**src/design/tim8_pkg.sv**
```systemverilog
// Shared types, constants and helpers for the 8bpp palette image decoder.
package tim8_pkg;

	// Sizing
	localparam int MAX_PALETTES        = 8;
	localparam int PALETTE_ENTRIES     = 256;
	localparam int COLUMNS_PER_PALETTE = 128;
	localparam int PALETTE_BYTES       = 2 * PALETTE_ENTRIES;
	localparam int PAL_DEPTH           = MAX_PALETTES * PALETTE_ENTRIES;
	localparam int PAL_ADDR_W          = $clog2(PAL_DEPTH);
	localparam int PAL_W               = 15;
	localparam int SEL_W               = $clog2(MAX_PALETTES + 1);
	localparam int POS_W               = $clog2(MAX_PALETTES * PALETTE_BYTES + 1);
	localparam int PAL_BYTE_SH         = $clog2(PALETTE_BYTES);
	localparam int CSUB_W = (COLUMNS_PER_PALETTE > 1) ? $clog2(COLUMNS_PER_PALETTE) : 1;
	localparam int COL_W               = 17;
	localparam int ROW_W               = 16;

	// Header byte offsets
	localparam logic [7:0]       MAGIC_LOW   = 8'h10;
	localparam logic [POS_W-1:0] MAGIC_LEN   = POS_W'(4);
	localparam logic [POS_W-1:0] MAGIC_LAST  = POS_W'(3);
	localparam logic [POS_W-1:0] MAGIC_FIRST = POS_W'(0);
	localparam logic [POS_W-1:0] CNT_LO_POS  = POS_W'(18);
	localparam logic [POS_W-1:0] CNT_HI_POS  = POS_W'(19);
	localparam logic [POS_W-1:0] WID_LO_POS  = POS_W'(8);
	localparam logic [POS_W-1:0] WID_HI_POS  = POS_W'(9);
	localparam logic [POS_W-1:0] HGT_LO_POS  = POS_W'(10);
	localparam logic [POS_W-1:0] HGT_HI_POS  = POS_W'(11);

	typedef enum logic [2:0] {
		PH_HEADER,
		PH_PALETTE,
		PH_IMAGE_HDR,
		PH_PIXELS,
		PH_HALTED
	} phase_t;

	typedef enum logic [1:0] {
		ST_PIXEL,
		ST_BAD_MAGIC,
		ST_TOO_MANY,
		ST_BAD_SEL
	} status_t;

	typedef struct packed {
		logic [7:0] data_byte;
		logic       file_start;
	} src_item_t;

	typedef struct packed {
		logic [7:0] red;
		logic [7:0] green;
		logic [7:0] blue;
		status_t    status;
		logic       last_pixel;
	} pix_item_t;

	// Palette memory access from the parser
	typedef struct packed {
		logic                  we;
		logic [PAL_ADDR_W-1:0] waddr;
		logic [PAL_W-1:0]      wdata;
		logic                  re;
		logic [PAL_ADDR_W-1:0] raddr;
	} mem_req_t;

	// Result tag that travels beside the memory read
	typedef struct packed {
		logic    valid;
		status_t status;
		logic    last_pixel;
	} res_tag_t;

	// 5-bit channel to 8 bits by replicating the top bits
	function automatic logic [7:0] expand5(input logic [4:0] v);
		return {v, v[4:2]};
	endfunction

endpackage

```
**src/design/tim8_out.sv**
```systemverilog
// Read-data stage and output register: color expansion and result handshake.
module tim8_out (
	input  logic                     clk,
	input  logic                     arst_n,
	input  tim8_pkg::res_tag_t       res_tag,
	input  logic [tim8_pkg::PAL_W-1:0] rdata,
	output logic                     load_ok,
	output logic                     pix_valid,
	input  logic                     pix_ready,
	output tim8_pkg::pix_item_t      pix_item
);
	import tim8_pkg::*;

	logic      valid_s1;
	status_t   status_s1;
	logic      last_s1;
	logic      pix_valid_q;
	pix_item_t pix_item_q;
	logic      out_free;
	logic      move_s1;
	logic      is_pixel;

	assign out_free = !pix_valid_q || pix_ready;
	assign move_s1  = valid_s1 && out_free;
	assign load_ok  = !valid_s1 || out_free;
	assign is_pixel = (status_s1 == ST_PIXEL);

	// stage 1 tag waits beside the memory read data
	always_ff @(posedge clk or negedge arst_n) begin
		if (!arst_n)
			valid_s1 <= 1'b0;
		else if (load_ok)
			valid_s1 <= res_tag.valid;
	end

	always_ff @(posedge clk) begin
		if (load_ok) begin
			status_s1 <= res_tag.status;
			last_s1   <= res_tag.last_pixel;
		end
	end

	// output register
	always_ff @(posedge clk or negedge arst_n) begin
		if (!arst_n)
			pix_valid_q <= 1'b0;
		else if (move_s1)
			pix_valid_q <= 1'b1;
		else if (pix_ready)
			pix_valid_q <= 1'b0;
	end

	always_ff @(posedge clk) begin
		if (move_s1) begin
			pix_item_q.red        <= is_pixel ? expand5(rdata[14:10]) : 8'h00;
			pix_item_q.green      <= is_pixel ? expand5(rdata[9:5]) : 8'h00;
			pix_item_q.blue       <= is_pixel ? expand5(rdata[4:0]) : 8'h00;
			pix_item_q.status     <= status_s1;
			pix_item_q.last_pixel <= last_s1;
		end
	end

	assign pix_valid = pix_valid_q;
	assign pix_item  = pix_item_q;

endmodule

```
**config.mk**
```make
export PLATFORM = sky130hd
export DESIGN_NAME = tim8_out
export DESIGN_NICKNAME = d
export VERILOG_FILES = /design/src/design/tim8_pkg.sv /design/src/design/tim8_out.sv
export SDC_FILE = /design/constraint.sdc
export NUM_CORES = 1
export LEC_CHECK = 0
export BUFFER_PORTS_ARGS = -buffer_cell sky130_fd_sc_hd__buf_2
export CORE_ASPECT_RATIO = 0.75
export CORE_MARGIN = 2
export CORE_UTILIZATION = 30
export DETAILED_ROUTE_END_ITERATION = 7
export GPL_TIMING_DRIVEN = 0
export MAX_ROUTING_LAYER = met4
export PLACE_DENSITY = 0.71
export SYNTH_ARGS = -nofsm -noshare
export SYNTH_HDL_FRONTEND = slang
export SYNTH_SLANG_ARGS = --single-unit
```
**constraint.sdc**
```tcl
create_clock -name clk -period 1.2 [get_ports clk]
set_input_delay 0.3 -clock clk [delete_from_list [all_inputs] [get_ports clk]]
set_output_delay 0.3 -clock clk [all_outputs]
set_load 0.02 [all_outputs]
```
==> impl_metrics.env <==
export IMPL_critPathArrivalTime_ps=980
export IMPL_setup_ws_ps=-80.2
export IMPL_drtIter0Drc=10
export IMPL_timing_slew_headroom_pct=83.7
export IMPL_cp_end_kind="output port"
export IMPL_outcome="finished, violations left"
export IMPL_antenna_found_initial=0
export IMPL_syn_to_final_growth_pct=42.2
export IMPL_synth_area_per_cell_um2=16.6
export IMPL_fp_coreArea_um2=2910
export IMPL_dp_hpwl_mm=1.22
export IMPL_start_util_pct=31.3
export IMPL_cts_sinks=23
export IMPL_vias_per_cell=3.99
export IMPL_cts_tree="built"
export IMPL_grt_pass1_wl_mm=2.54
export IMPL_htreeDepth=1
export IMPL_timing_setup_tns_ps=-406
export IMPL_critPathSlowestCell="dfrtp_1"
export IMPL_cpLargestDelayFamily="flip-flops"
export IMPL_finalCritPeriodShare_pct=107
export IMPL_hold_path_class="in2reg"
export IMPL_vias=562
export IMPL_synth_area_um2=912
export IMPL_rsz0062_at_grt="true"
export IMPL_die_area_um2=3500
export IMPL_startpoint_type="flop"
export IMPL_final_max_slew_viol_count=0
export IMPL_wl_mm=1.58
export IMPL_pwr_density_cell_nw_per_um2=1380
export IMPL_clk_pin_slew_ps=90
export IMPL_dr_pass1_iters=2
export IMPL_drive_above_1_share_pct=72.8
export IMPL_die_height_um=51.8
export IMPL_worstMarginPinSlew_ps=245
export IMPL_slowest_delay_ps=370
export IMPL_ir_drop_mv=0.835
export IMPL_wl_per_cell_um=11.2
export IMPL_period_minus_slack_ps=1280
export IMPL_finalSetupViolations=20
export IMPL_synth_seq_cells=23
export IMPL_seq_area_frac_synth_pct=74.6
export IMPL_layout_commonest_cell="buf_2"
export IMPL_crit_type="reg2out"
export IMPL_diodes=0
export IMPL_utilization_pct=44.5
export IMPL_path_max_fanout=2
export IMPL_fillerInstances=277
export IMPL_clock_latency_ps=260
export IMPL_final_hold_viol_count=0
export IMPL_grt_max_degree=19
export IMPL_gp_congestion=0.672
export IMPL_overflow=0
export IMPL_die_width_um=67.7
export IMPL_clock_skew_ps=8.67
export IMPL_yosys_warnings=0
export IMPL_rows=17
export IMPL_timing_fmax_mhz=781
export IMPL_synth_nets=77
export IMPL_critPathBufInv=1
export IMPL_grt_usage_pct=10.2
export IMPL_dpl_instance_area_um2=1210
export IMPL_detail_route_antenna_nets=0
export IMPL_fin_area_um2=1300
export IMPL_grt_pass1_vias=582
export IMPL_cts_buffer_depth=2
export IMPL_cts_buffers_inserted=3
export IMPL_synthCells=55
export IMPL_synth_cell_type_count=11
export IMPL_io_pins=51
export IMPL_cap_violations=0
export IMPL_nNetsFinal=126
export IMPL_worstPathRequired_ps=900
export IMPL_io_buffers=50
export IMPL_cp_cell_sequence="nor2b_4 -> nand2_2 -> buf_6"
export IMPL_clock_root_buffer="clkbuf_8"
export IMPL_violations="setup timing"
export IMPL_dp_slack_ps=30.4
export IMPL_drc=0
export IMPL_p_leak_nw=0.582
export IMPL_final_cell_mix="39 x buf_2, 21 x edfxtp_1, 13 x and2_2"
==> flip-flops by register name, summed over array words and instances, names as in the netlist <==
name / count
pix_valid: 1
pix_item: 18
valid_s1: 1
status_s1: 2
last_s1: 1
==> final timing paths <==
path | start | end | slack [ps] | cells past startpoint
hold / removal | res_tag[0] | last_s1$_DFFE_PP_ | 210 | 1
max in group asynchronous | arst_n | pix_valid$_DFFE_PN0P_ | 760 | 2
hold reg to reg | last_s1$_DFFE_PP_ | pix_item[0]$_DFFE_PP_ | 440 | 0
setup / recovery | pix_valid$_DFFE_PN0P_ | load_ok | -80 | 3
min in group asynchronous | arst_n | valid_s1$_DFFE_PN0P_ | 340 | 2
setup reg to reg | pix_valid$_DFFE_PN0P_ | pix_item[8]$_SDFFCE_PP0P_ | -20 | 3
==> synth_stat cells, drive strengths merged <==
library cell  count  area, um^2
edfxtp           21         631
buf              10        78.8
nor2b             1        6.26
nand2b            2        12.5
and2             16         116
nand2             1        3.75
nor2              1        6.26
a21o              1        7.51
dfrtp             2        50.1
==> stage by stage <==
stage | total power, mW | cells | hold WS (ps)
finish | 1.79 | 141 | 205
floorplan | 1.19 | 55 | 4.41
detailed placement | 1.31 | 143 | 91.7
global placement | 1.30 | 143 | 84.4
CTS | 1.82 | 141 | 197
global route | 1.87 | 141 | 199
==> what timing repair did <==
| action | in CTS | in global routing |
|---|---|---|
| hold buffers | 1 | 0 |
| pin swaps | 1 | 0 |
| gates resized for setup | 23 | 1 |
| endpoints found under the setup margin | 10 | 20 |
| endpoints found under the hold margin | 2 | 0 |
| buffers inserted | 2 | 0 |
==> cell families (layout without fill, tap and decap cells) <==
kind of cell / after synthesis / after routing / share of synthesized area, %
simple gates: 21 / 21 / 15.9
flops: 23 / 23 / 74.6
compound gates: 1 / 1 / 0.823
buf+inv: 10 / 58 / 8.64
==> metal layers <==
metal,vias up,GRT usage [%],part of all wire [%]
li1,275,-,-
met1,253,11.0,40
met2,34,18.3,50
met3,0,4.11,9.7
met4,0,1.02,0
met5,-,-,0
==> power breakdown <==
| part | internal (mW) | switching (mW) | leakage, nW | total [mW] |
|---|---|---|---|---|
| logic | 0.150 | 0.182 | 0.330 | 0.332 |
| clock network | 0.234 | 0.247 | 0.0217 | 0.481 |
| registers | 0.953 | 0.0291 | 0.231 | 0.982 |
==> final cells by class <==
| class | count | area, um^2 | area share, % |
|---|---|---|---|
| sequential | 23 | 681 | 52.5 |
| timing repair buffer | 53 | 337 | 25.9 |
| multi-input combinational | 22 | 173 | 13.3 |
| tap | 38 | 47.5 | 3.66 |
| clock buffer | 3 | 41.3 | 3.18 |
| buffer | 1 | 11.3 | 0.868 |
| clock inverter | 1 | 7.51 | 0.579 |
Power figures use the tool's default switching activity.
