`src/design/tim8_pkg.sv`:
```
// Shared types, constants and helpers for the 8bpp palette image decoder.
package tim8_pkg;

	// Sizing
	localparam int MAX_PALETTES        = 8;
	localparam int PALETTE_ENTRIES     = 256;
	localparam int COLUMNS_PER_PALETTE = 128;
	localparam int PALETTE_BYTES       = 2 * PALETTE_ENTRIES;
	localparam int PAL_DEPTH           = MAX_PALETTES * PALETTE_ENTRIES;
	localparam int PAL_ADDR_W          = $clog2(PAL_DEPTH);
	localparam int PAL_W               = 15;
	localparam int SEL_W               = $clog2(MAX_PALETTES + 1);
	localparam int POS_W               = $clog2(MAX_PALETTES * PALETTE_BYTES + 1);
	localparam int PAL_BYTE_SH         = $clog2(PALETTE_BYTES);
	localparam int CSUB_W = (COLUMNS_PER_PALETTE > 1) ? $clog2(COLUMNS_PER_PALETTE) : 1;
	localparam int COL_W               = 17;
	localparam int ROW_W               = 16;

	// Header byte offsets
	localparam logic [7:0]       MAGIC_LOW   = 8'h10;
	localparam logic [POS_W-1:0] MAGIC_LEN   = POS_W'(4);
	localparam logic [POS_W-1:0] MAGIC_LAST  = POS_W'(3);
	localparam logic [POS_W-1:0] MAGIC_FIRST = POS_W'(0);
	localparam logic [POS_W-1:0] CNT_LO_POS  = POS_W'(18);
	localparam logic [POS_W-1:0] CNT_HI_POS  = POS_W'(19);
	localparam logic [POS_W-1:0] WID_LO_POS  = POS_W'(8);
	localparam logic [POS_W-1:0] WID_HI_POS  = POS_W'(9);
	localparam logic [POS_W-1:0] HGT_LO_POS  = POS_W'(10);
	localparam logic [POS_W-1:0] HGT_HI_POS  = POS_W'(11);

	typedef enum logic [2:0] {
		PH_HEADER,
		PH_PALETTE,
		PH_IMAGE_HDR,
		PH_PIXELS,
		PH_HALTED
	} phase_t;

	typedef enum logic [1:0] {
		ST_PIXEL,
		ST_BAD_MAGIC,
		ST_TOO_MANY,
		ST_BAD_SEL
	} status_t;

	typedef struct packed {
		logic [7:0] data_byte;
		logic       file_start;
	} src_item_t;

	typedef struct packed {
		logic [7:0] red;
		logic [7:0] green;
		logic [7:0] blue;
		status_t    status;
		logic       last_pixel;
	} pix_item_t;

	// Palette memory access from the parser
	typedef struct packed {
		logic                  we;
		logic [PAL_ADDR_W-1:0] waddr;
		logic [PAL_W-1:0]      wdata;
		logic                  re;
		logic [PAL_ADDR_W-1:0] raddr;
	} mem_req_t;

	// Result tag that travels beside the memory read
	typedef struct packed {
		logic    valid;
		status_t status;
		logic    last_pixel;
	} res_tag_t;

	// 5-bit channel to 8 bits by replicating the top bits
	function automatic logic [7:0] expand5(input logic [4:0] v);
		return {v, v[4:2]};
	endfunction

endpackage

```
`src/design/tim8_parser.sv`:
```
// Byte-stream parser: header checks, palette writes and pixel lookups.
module tim8_parser (
	input  logic                clk,
	input  logic                arst_n,
	input  logic                src_valid,
	output logic                src_ready,
	input  tim8_pkg::src_item_t src_item,
	input  logic                load_ok,
	output tim8_pkg::mem_req_t  mem_req,
	output tim8_pkg::res_tag_t  res_tag
);
	import tim8_pkg::*;

	phase_t               phase_q, phase_d;
	logic [POS_W-1:0]     pos_q, pos_d;
	logic                 magic_ok_q, magic_ok_d;
	logic [SEL_W-1:0]     count_q, count_d;
	logic [7:0]           hold_q, hold_d;
	logic [15:0]          width_q, width_d;
	logic [COL_W-1:0]     row_last_q, row_last_d;
	logic [ROW_W-1:0]     height_last_q, height_last_d;
	logic [COL_W-1:0]     col_q, col_d;
	logic [ROW_W-1:0]     row_q, row_d;
	logic [SEL_W-1:0]     sel_q, sel_d;
	logic [CSUB_W-1:0]    csub_q, csub_d;

	logic                 accept;
	phase_t               cur_phase;
	logic [POS_W-1:0]     cur_pos;
	logic [POS_W-1:0]     pos_inc;
	logic                 cur_magic_ok;
	logic                 byte_ok;
	logic [7:0]           b;
	logic [15:0]          word16;
	logic                 is_last;

	assign src_ready = load_ok;
	assign accept    = src_valid & load_ok;
	assign b         = src_item.data_byte;
	assign word16    = {b, hold_q};

	// file start restarts the parse on this very byte
	assign cur_phase    = src_item.file_start ? PH_HEADER : phase_q;
	assign cur_pos      = src_item.file_start ? '0 : pos_q;
	assign cur_magic_ok = src_item.file_start ? 1'b1 : magic_ok_q;
	assign pos_inc      = cur_pos + POS_W'(1);

	// parse state register
	always_ff @(posedge clk or negedge arst_n) begin
		if (!arst_n) begin
			phase_q    <= PH_HEADER;
			pos_q      <= '0;
			magic_ok_q <= 1'b1;
			count_q    <= '0;
		end else begin
			phase_q    <= phase_d;
			pos_q      <= pos_d;
			magic_ok_q <= magic_ok_d;
			count_q    <= count_d;
		end
	end

	// fields and counters, always written before use
	always_ff @(posedge clk) begin
		hold_q        <= hold_d;
		width_q       <= width_d;
		row_last_q    <= row_last_d;
		height_last_q <= height_last_d;
		col_q         <= col_d;
		row_q         <= row_d;
		sel_q         <= sel_d;
		csub_q        <= csub_d;
	end

	// next state, memory requests and results
	always_comb begin
		phase_d       = phase_q;
		pos_d         = pos_q;
		magic_ok_d    = magic_ok_q;
		count_d       = count_q;
		hold_d        = hold_q;
		width_d       = width_q;
		row_last_d    = row_last_q;
		height_last_d = height_last_q;
		col_d         = col_q;
		row_d         = row_q;
		sel_d         = sel_q;
		csub_d        = csub_q;
		byte_ok       = 1'b0;
		is_last       = 1'b0;
		mem_req       = '0;
		mem_req.waddr = pos_q[PAL_ADDR_W:1];
		mem_req.wdata = {b[6:0], hold_q};
		mem_req.raddr = PAL_ADDR_W'({sel_q, b});
		res_tag       = '0;
		res_tag.status = ST_PIXEL;

		if (accept) begin
			phase_d    = cur_phase;
			pos_d      = cur_pos;
			magic_ok_d = cur_magic_ok;
			unique case (cur_phase)
				PH_HEADER: begin
					pos_d = pos_inc;
					if (cur_pos < MAGIC_LEN) begin
						byte_ok    = (cur_pos == MAGIC_FIRST) ? (b == MAGIC_LOW) : (b == 8'h00);
						magic_ok_d = cur_magic_ok & byte_ok;
						if (cur_pos == MAGIC_LAST && !(cur_magic_ok & byte_ok)) begin
							phase_d        = PH_HALTED;
							res_tag.valid  = 1'b1;
							res_tag.status = ST_BAD_MAGIC;
						end
					end else if (cur_pos == CNT_LO_POS) begin
						hold_d = b;
					end else if (cur_pos == CNT_HI_POS) begin
						if (word16 > 16'(MAX_PALETTES)) begin
							phase_d        = PH_HALTED;
							res_tag.valid  = 1'b1;
							res_tag.status = ST_TOO_MANY;
						end else begin
							count_d = word16[SEL_W-1:0];
							pos_d   = '0;
							phase_d = (word16 == 16'd0) ? PH_IMAGE_HDR : PH_PALETTE;
						end
					end
				end
				PH_PALETTE: begin
					// even byte is the low half, odd byte completes the entry
					if (!cur_pos[0])
						hold_d = b;
					else
						mem_req.we = 1'b1;
					pos_d = pos_inc;
					if (pos_inc == (POS_W'(count_q) << PAL_BYTE_SH)) begin
						pos_d   = '0;
						phase_d = PH_IMAGE_HDR;
					end
				end
				PH_IMAGE_HDR: begin
					pos_d = pos_inc;
					if (cur_pos == WID_LO_POS || cur_pos == HGT_LO_POS) begin
						hold_d = b;
					end else if (cur_pos == WID_HI_POS) begin
						width_d = word16;
					end else if (cur_pos == HGT_HI_POS) begin
						row_last_d    = {width_q, 1'b0} - COL_W'(1);
						height_last_d = word16 - 16'd1;
						pos_d         = '0;
						col_d         = '0;
						row_d         = '0;
						sel_d         = '0;
						csub_d        = '0;
						phase_d = (width_q == 16'd0 || word16 == 16'd0) ? PH_HALTED : PH_PIXELS;
					end
				end
				PH_PIXELS: begin
					if (sel_q >= count_q) begin
						phase_d        = PH_HALTED;
						res_tag.valid  = 1'b1;
						res_tag.status = ST_BAD_SEL;
					end else begin
						mem_req.re         = 1'b1;
						is_last            = (col_q == row_last_q) && (row_q == height_last_q);
						res_tag.valid      = 1'b1;
						res_tag.last_pixel = is_last;
						if (is_last) begin
							phase_d = PH_HALTED;
						end else if (col_q == row_last_q) begin
							col_d  = '0;
							row_d  = row_q + ROW_W'(1);
							sel_d  = '0;
							csub_d = '0;
						end else begin
							col_d = col_q + COL_W'(1);
							// palette selector steps every group of columns
							if (csub_q == CSUB_W'(COLUMNS_PER_PALETTE - 1)) begin
								csub_d = '0;
								sel_d  = sel_q + SEL_W'(1);
							end else begin
								csub_d = csub_q + CSUB_W'(1);
							end
						end
					end
				end
				PH_HALTED: begin
				end
				default: begin
					phase_d = PH_HALTED;
				end
			endcase
		end
	end

endmodule

```
`config.mk`:
```
export PLATFORM = sky130hd
export DESIGN_NAME = tim8_parser
export DESIGN_NICKNAME = d
export VERILOG_FILES = /design/src/design/tim8_pkg.sv /design/src/design/tim8_parser.sv
export SDC_FILE = /design/constraint.sdc
export NUM_CORES = 1
export LEC_CHECK = 0
export ABC_CLOCK_PERIOD_IN_PS = 12200
export BUFFER_PORTS_ARGS = -buffer_cell sky130_fd_sc_hd__clkbuf_2
export CORE_MARGIN = 1.5
export CORE_UTILIZATION = 39
export DETAILED_ROUTE_END_ITERATION = 16
export GPL_TIMING_DRIVEN = 1
export PLACE_DENSITY = 0.62
export SKIP_CTS_REPAIR_TIMING = 1
export SLEW_MARGIN = 15
export SYNTH_ARGS = -nofsm -noshare
export SYNTH_HDL_FRONTEND = slang
export SYNTH_SLANG_ARGS = --single-unit
```
`constraint.sdc`:
```
create_clock -name clk -period 12.2 [get_ports clk]
set_clock_uncertainty 0.05 [all_clocks]
set_input_delay 0.61 -clock clk [delete_from_list [all_inputs] [get_ports clk]]
set_output_delay 0.61 -clock clk [all_outputs]
set_load 0.05 [all_outputs]
```
==> run_results.csv, run 1 <==
group,metric,value,unit
power_and_ir_drop,seqPwrFrac,41.0,%
synth,synth-xor-area-share,11.5,%
synth,synth_top_family_by_area,"simple AND/OR/NAND/NOR gates",
timing,fin_crit,4190,ps
routing,wl,16700,um
timing,rsz0062_at_grt,"false",
power_and_ir_drop,power.density,155,nW/um2
routing,ant_nets,0,
cts,cts.clk_slew.worst_paths,60,ps
timing,worst_slew_pin_slew,954,ps
worst_setup_path,crit_path_end_kind,"output pin",
global_routing,grt_max_degree,36,
floorplan,chipWidth,139,um
job,maxCapViolCount,0,
cts,htree_levels,4,
worst_setup_path,critPathMaxFanout,35,
floorplan,die_height,139,um
power_and_ir_drop,peakVddDrop,0.000111,V
timing,hold_violations,0,
worst_setup_path,critPathMaxStageDelay,540,ps
power_and_ir_drop,p_leak,2.97,nW
cells_and_area,layout.cells.most_common_list,"100 x edfxtp_1, 85 x nor2_1, 65 x xor2_1, 57 x nand2_1, 56 x clkbuf_2",
cells_and_area,syn2layout_area_growth,12.4,%
synth,synthArstFlopShare,17.4,%
cells_and_area,multi_input_area,3290,um2
synth,synthAdderAreaFrac,2.59,%
timing,fmax,239,MHz
global_routing,grt_pass1_wl,27000,um
global_routing,grt_usage,17.8,%
timing,fin_crit_sh,34.4,%
synth,yosysSeqAreaShare,48.8,%
placement,hpwl,11800,um
timing,slew_headroom,36.4,%
routing,wl_per_cell,17.0,um
status,status,"finished clean",
placement,port_buffers,56,
floorplan,coreArea,18100,um2
floorplan,start_util,40.0,%
global_routing,grt_pass1_vias,5015,
cts,clk_latency,420,ps
cells_and_area,seqCellArea,3530,um2
power_and_ir_drop,p_sw_share,30.8,%
cts,cts_tree,"yes",
power_and_ir_drop,clockPowerShare,42.5,%
routing,vias,5424,
cells_and_area,num-nets-final,768,
timing,final.setup.tns,0,ps
floorplan,ios,57,
placement,place_area,7510,um2
global_routing,antenna_found_initial,0,
routing,drc_errors,0,
synth,ys_warn_count,0,
hold_path,min_path_type,"primary input to async pin",
routing,dr.pass1.iters,5,
timing,slew_violations,0,
synth,synth_compound_area_share,7.95,%
synth,syn-num-nets,744,
routing,drt-initial-drc-count,416,
floorplan,die_area,19400,um2
cells_and_area,filler_cell_count,1688,
power_and_ir_drop,p_switching,0.000388,W
synth,netlist_area,7240,um2
cells_and_area,layout-drive-gt1-share,14.5,%
synth,synth.distinct_cells,62,
synth,ys_ff_latch,121,
synth,synth_top_flop_cell,"edfxtp_1",
synth,netlist_instances,716,
worst_setup_path,startpoint_type,"primary input",
global_routing,grt-ovfl-total,0,
worst_setup_path,critical_path_required,11540,ps
worst_setup_path,cp_cell_sequence,"clkbuf_2 > inv_1 > nand2_1 > inv_1 > ha_1 > nand2b_1 > or4_1 > nor2_1 > o21ai_0 > a31oi_1 > clkbuf_2",
synth,synthSimpleGateAreaFrac,22.8,%
routing,post_drt_via_cell_ratio,5.52,
power_and_ir_drop,p_comb_share,16.5,%
synth,synth_edf_count,100,
cts,cts_num_sinks,121,
synth,syn_avg_cell_area,10.1,um2
worst_setup_path,critical_path_class,"primary input to output pin",
floorplan,num_rows,49,
cts,root_buffer,"clkbuf_16",
power_and_ir_drop,intPower,0.000870,W
cts,cts_buffers,17,
cells_and_area,mostFrequentLayoutCell,"edfxtp_1",
timing,finalSetupViolations,0,
worst_setup_path,crit_path_top_delay_cell,"or4_1",
cells_and_area,stdcell_area,8130,um2
cts,clock_tree.buffer_depth,2,
cells_and_area,antennaDiodeCount,0,
cells_and_area,fin_util,45.0,%
worst_setup_path,worstPathArrival,3530,ps
synth,synthMuxAreaShare,0.449,%
placement,place_congestion,0.839,
## flip-flops by register name, indices dropped and copies added, names as in the netlist
register / cells
row_q: 16
col_q: 17
pos_q: 13
hold_q: 8
count_q: 4
row_last_q: 16
width_q: 16
height_last_q: 16
phase_q: 3
sel_q: 4
csub_q: 7
magic_ok_q: 1
## cell usage after synthesis, types with 5 or more instances
cell / n / share of area, %
edfxtp_1: 100 / 41
nor2_1: 85 / 4.4
xor2_1: 65 / 7.9
nand2_1: 57 / 3.0
buf_4: 33 / 3.4
xnor2_1: 30 / 3.6
nand3_1: 29 / 2.0
nor4_1: 27 / 2.3
nor3_1: 25 / 1.7
inv_1: 22 / 1.1
o21ai_0: 21 / 1.5
dfrtp_1: 20 / 6.9
a21oi_1: 18 / 1.2
clkbuf_1: 15 / 0.78
ha_1: 15 / 2.6
nand2b_1: 15 / 1.3
or3_1: 15 / 1.3
nand4_1: 14 / 1.2
and3_1: 9 / 0.78
buf_2: 8 / 0.55
a31oi_1: 7 / 0.60
and2_1: 7 / 0.60
nor2b_1: 7 / 0.60
or4_1: 7 / 0.73
a21o_1: 5 / 0.52
## through the flow
step / hold WS, ps / instances / setup slack, ps / total power, W
2_1_floorplan: 264 / 716 / 6430 / 0.000691
3_3_place_gp: 465 / 950 / 8110 / 0.000730
3_5_place_dp: 472 / 950 / 7960 / 0.000729
4_1_cts: 126 / 982 / 8080 / 0.00126
5_1_grt: 146 / 982 / 7840 / 0.00131
6_report: 118 / 982 / 8010 / 0.00126
## final cells by class
| type | count | area share [%] |
|---|---|---|
| Sequential cell | 121 | 43.4 |
| Timing Repair Buffer | 62 | 4.00 |
| Multi-Input combinational cell | 516 | 40.4 |
| Clock buffer | 18 | 5.28 |
| Inverter | 22 | 1.02 |
| Clock inverter | 14 | 2.40 |
| Tap cell | 229 | 3.52 |
## power groups by stage
stage	combinational [W]	clock, W	sequential (W)
6_report	0.000208	0.000535	0.000516
5_1_grt	0.000225	0.000560	0.000520
4_1_cts	0.000207	0.000542	0.000514
3_5_place_dp	0.000207	0	0.000522
3_3_place_gp	0.000207	0	0.000523
2_1_floorplan	0.000197	0	0.000494
## worst paths after layout
kind / slack (ps) / from / end / cells after the start
min in group clk: 430 / src_item[4] / hold_q[3] / 1
worst max register to register: 8720 / pos_q[0] / pos_q[2] / 10
worst min-delay path: 120 / arst_n / pos_q[7] / 1
max in group asynchronous: 11600 / arst_n / magic_ok_q / 1
worst max-delay path: 8010 / src_item[0] / res_tag[3] / 11
worst min register to register: 500 / magic_ok_q / magic_ok_q / 2
## logic make-up (layout without fill, tap and decap cells)
family / Yosys count / count (layout)
AND/OR/NAND/NOR: 317 / 317
flip-flops: 121 / 121
XOR/XNOR: 95 / 95
AO/OA/AOI/OAI: 86 / 86
buffers and inverters: 79 / 116
adder cells (fa/ha/maj): 15 / 15
multiplexers: 3 / 3
## per-layer routing
metal / track usage, % / vias to the layer above / wire [um]
met5: 0 / - / 0
met4: 6.94 / 0 / 360
met3: 3.37 / 27 / 939
met2: 28.0 / 189 / 7790
met1: 24.3 / 2596 / 7610
li1: - / 2612 / -
## worst max-delay path: cells and delay by family
| family | cells | cell delay, ps |
|---|---|---|
| simple gates | 4 | 990 |
| buf+inv | 4 | 1210 |
| compound gates | 2 | 340 |
| fa+ha+maj | 1 | 380 |
No activity file was read; power rests on OpenSTA's default activity.
==> run 2: changes to the inputs <==
--- a/config.mk
+++ b/config.mk
@@ -5,13 +5,14 @@
 export SDC_FILE = /design/constraint.sdc
 export NUM_CORES = 1
 export LEC_CHECK = 0
-export ABC_CLOCK_PERIOD_IN_PS = 12200
+export ABC_AREA = 1
+export ABC_CLOCK_PERIOD_IN_PS = 3650
 export BUFFER_PORTS_ARGS = -buffer_cell sky130_fd_sc_hd__clkbuf_2
 export CORE_MARGIN = 1.5
 export CORE_UTILIZATION = 39
 export DETAILED_ROUTE_END_ITERATION = 16
 export GPL_TIMING_DRIVEN = 1
-export PLACE_DENSITY = 0.62
+export PLACE_DENSITY = 0.64
 export SKIP_CTS_REPAIR_TIMING = 1
 export SLEW_MARGIN = 15
 export SYNTH_ARGS = -nofsm -noshare
==> constraint.sdc (replaced) <==
create_clock -name clk -period 3.65 [get_ports clk]
set_clock_uncertainty 0.05 [all_clocks]
set_input_delay 0.1825 -clock clk [delete_from_list [all_inputs] [get_ports clk]]
set_output_delay 0.1825 -clock clk [all_outputs]
set_load 0.05 [all_outputs]
==> run_results.csv, run 2 <==
group,metric,value,unit
worst_setup_path,worstPathArrival,2700,ps
timing,hold_violations,2,
floorplan,chipWidth,143,um
routing,wl_per_cell,14.4,um
floorplan,coreArea,18900,um2
floorplan,start_util,40.3,%
timing,slew_headroom,57.9,%
cells_and_area,syn2layout_area_growth,14.3,%
cells_and_area,regMostFlops,"col_q",
routing,vias,5989,
cells_and_area,antennaDiodeCount,0,
floorplan,ios,57,
timing,fin_crit_sh,80.5,%
worst_setup_path,crit_path_end_kind,"output pin",
timing,final.setup.tns,0,ps
synth,synth_area_leaders,"edfxtp_1 39%, nand2_1 8.1%, dfrtp_1 6.6%, inv_1 5.8%, nor2_1 5.5%",
cts,cts_tree,"yes",
worst_setup_path,critical_path_required,3420,ps
cells_and_area,mostFrequentLayoutCell,"nand2_1",
global_routing,grt_max_degree,33,
placement,hpwl,13300,um
synth,syn-num-nets,933,
hold_path,min_path_type,"primary input to flop",
synth,synth_top_area_cell,"edfxtp_1",
routing,dr.pass1.iters,5,
worst_setup_path,r2r-end,"sel_q[2]",
synth,synthArstFlopShare,17.4,%
cells_and_area,filler_cell_count,1876,
synth,netlist_area,7610,um2
cts,cts_num_sinks,121,
worst_setup_path,critPathMaxFanout,7,
placement,place_ws,682,ps
floorplan,die_height,143,um
cts,clk_latency,420,ps
worst_setup_path,startpoint_type,"flop",
status,status,"finished, violations left",
floorplan,die_area,20400,um2
power_and_ir_drop,power.density,446,nW/um2
global_routing,grt_pass1_vias,5602,
timing,worst_slew_pin_slew,627,ps
worst_setup_path,worstReg2RegStart,"pos_q[1]",
synth,synth_commonest_cells,"165 x nand2_1, 118 x inv_1, 112 x nor2_1",
placement,port_buffers,56,
synth,yosysSeqAreaShare,46.4,%
worst_setup_path,reg2reg_slack,940,ps
synth,synth_edf_count,100,
synth,syn_avg_cell_area,8.41,um2
cells_and_area,largest_reg_flops,17,
status,violations,"negative hold slack",
floorplan,num_rows,50,
cts,root_buffer,"clkbuf_16",
worst_setup_path,crit_path_end,"res_tag[3]",
timing,slew_violations,0,
routing,drt-initial-drc-count,451,
cts,cts_buffers,17,
worst_setup_path,cp-startpoint,"pos_q[4]",
global_routing,grt_pass1_wl,28900,um
cells_and_area,num-nets-final,981,
synth,synth_top_flop_cell,"edfxtp_1",
routing,wl,17600,um
routing,drc_errors,0,
cells_and_area,layout-drive-gt1-share,16.9,%
timing,fin_crit,2940,ps
global_routing,grt-ovfl-total,0,
routing,ant_nets,0,
cts,clock_tree.buffer_depth,2,
timing,finalWorstSetupSlack,713,ps
power_and_ir_drop,p_leak,3.53,nW
synth,ys_ff_latch,121,
worst_setup_path,r2r_cells,8,
synth,synth_top_area_share,39.5,%
timing,fmax,340,MHz
synth,synth.most_common_cell,"nand2_1",
timing,rsz0062_at_grt,"false",
job,maxCapViolCount,0,
cts,cts.clk_slew.worst_paths,60,ps
worst_setup_path,critical_path_class,"flop to output pin",
cells_and_area,layout.cells.most_common_list,"165 x nand2_1, 118 x inv_1, 111 x nor2_1, 100 x edfxtp_1, 65 x nand3_1",
synth,synth.distinct_cells,48,
cts,htree_levels,4,
synth,netlist_instances,905,
power_and_ir_drop,peakVddDrop,0.000349,V
timing,worst_hold_slack,-5.76,ps
routing,post_drt_via_cell_ratio,4.88,
placement,place_congestion,0.912,
global_routing,grt_usage,18.4,%
timing,finalSetupViolations,0,
global_routing,antenna_found_initial,0,
synth,ys_warn_count,0,
## run 2: worst min path at each step
stage / from / endpoint / slack (ps) / cells after the start
3_5_place_dp: arst_n / count_q[2] / 160 / 1
4_1_cts: arst_n / pos_q[8] / -290 / 1
5_1_grt: src_item[5] / hold_q[4] / 0.3 / 1
3_3_place_gp: arst_n / count_q[2] / 150 / 1
6_report: src_item[5] / hold_q[4] / -6 / 1
2_1_floorplan: arst_n / count_q[0] / -160 / 0
## run 2: cell type report
class	count	area, um2	share of cell area [%]
clock buffer	18	429	4.93
clock inverter	14	216	2.49
inverter	125	472	5.42
multi-input combinational	618	3330	38.3
sequential	121	3530	40.6
tap	260	325	3.74
timing repair buffer	70	395	4.54
## run 2: worst max-delay path, stage by stage, from the launching register on
cell,delay [ps]
dfrtp_1,430
inv_2,90
nor2_1,100
nor3_4,330
nand2_4,110
nor2_4,190
nand3_2,90
nand3_1,150
nand3_1,90
nand2_1,120
nand2_1,60
a21oi_1,220
clkbuf_2,320
## run 2: kinds of logic after synthesis
logic type / count (synthesis) / synth area share, %
fa+ha+maj: 15 / 2.47
flops: 121 / 46.4
xor+xnor: 54 / 6.22
mux: 1 / 0.148
simple gates: 462 / 28.6
compound gates: 86 / 6.15
buf+inv: 166 / 10.1
## run 2: per-layer routing
layer / up-vias / part of all wire [%] / GRT usage, % / routed length, um
met5: - / 0 / 0 / 0
li1: 3067 / - / - / -
met1: 2768 / 48 / 25.4 / 8380
met4: 0 / 1.6 / 5.97 / 282
met2: 129 / 47 / 29.1 / 8280
met3: 25 / 3.8 / 3.45 / 664
## run 2: power by group
part | total (W) | internal, W | switching, W
Clock | 0.00185 | 0.00122 | 0.000639
Sequential | 0.00156 | 0.00152 | 0.0000459
Combinational | 0.000461 | 0.000118 | 0.000343
Total | 0.00388 | 0.00285 | 0.00103
## run 2: per-stage QoR
| step | instance area, um2 | total power, W | instances | hold WS (ps) | util, % |
|---|---|---|---|---|---|
| floorplan | 7610 | 0.00197 | 905 | -163 | - |
| detailed placement | 8010 | 0.00205 | 1190 | 159 | 42.4 |
| CTS | 8660 | 0.00390 | 1222 | -289 | 45.8 |
| global placement | 8010 | 0.00205 | 1190 | 151 | 42.4 |
| global route | 8700 | 0.00402 | 1226 | 0.332 | 46.0 |
| finish | 8700 | 0.00388 | 1226 | -5.76 | 46.0 |
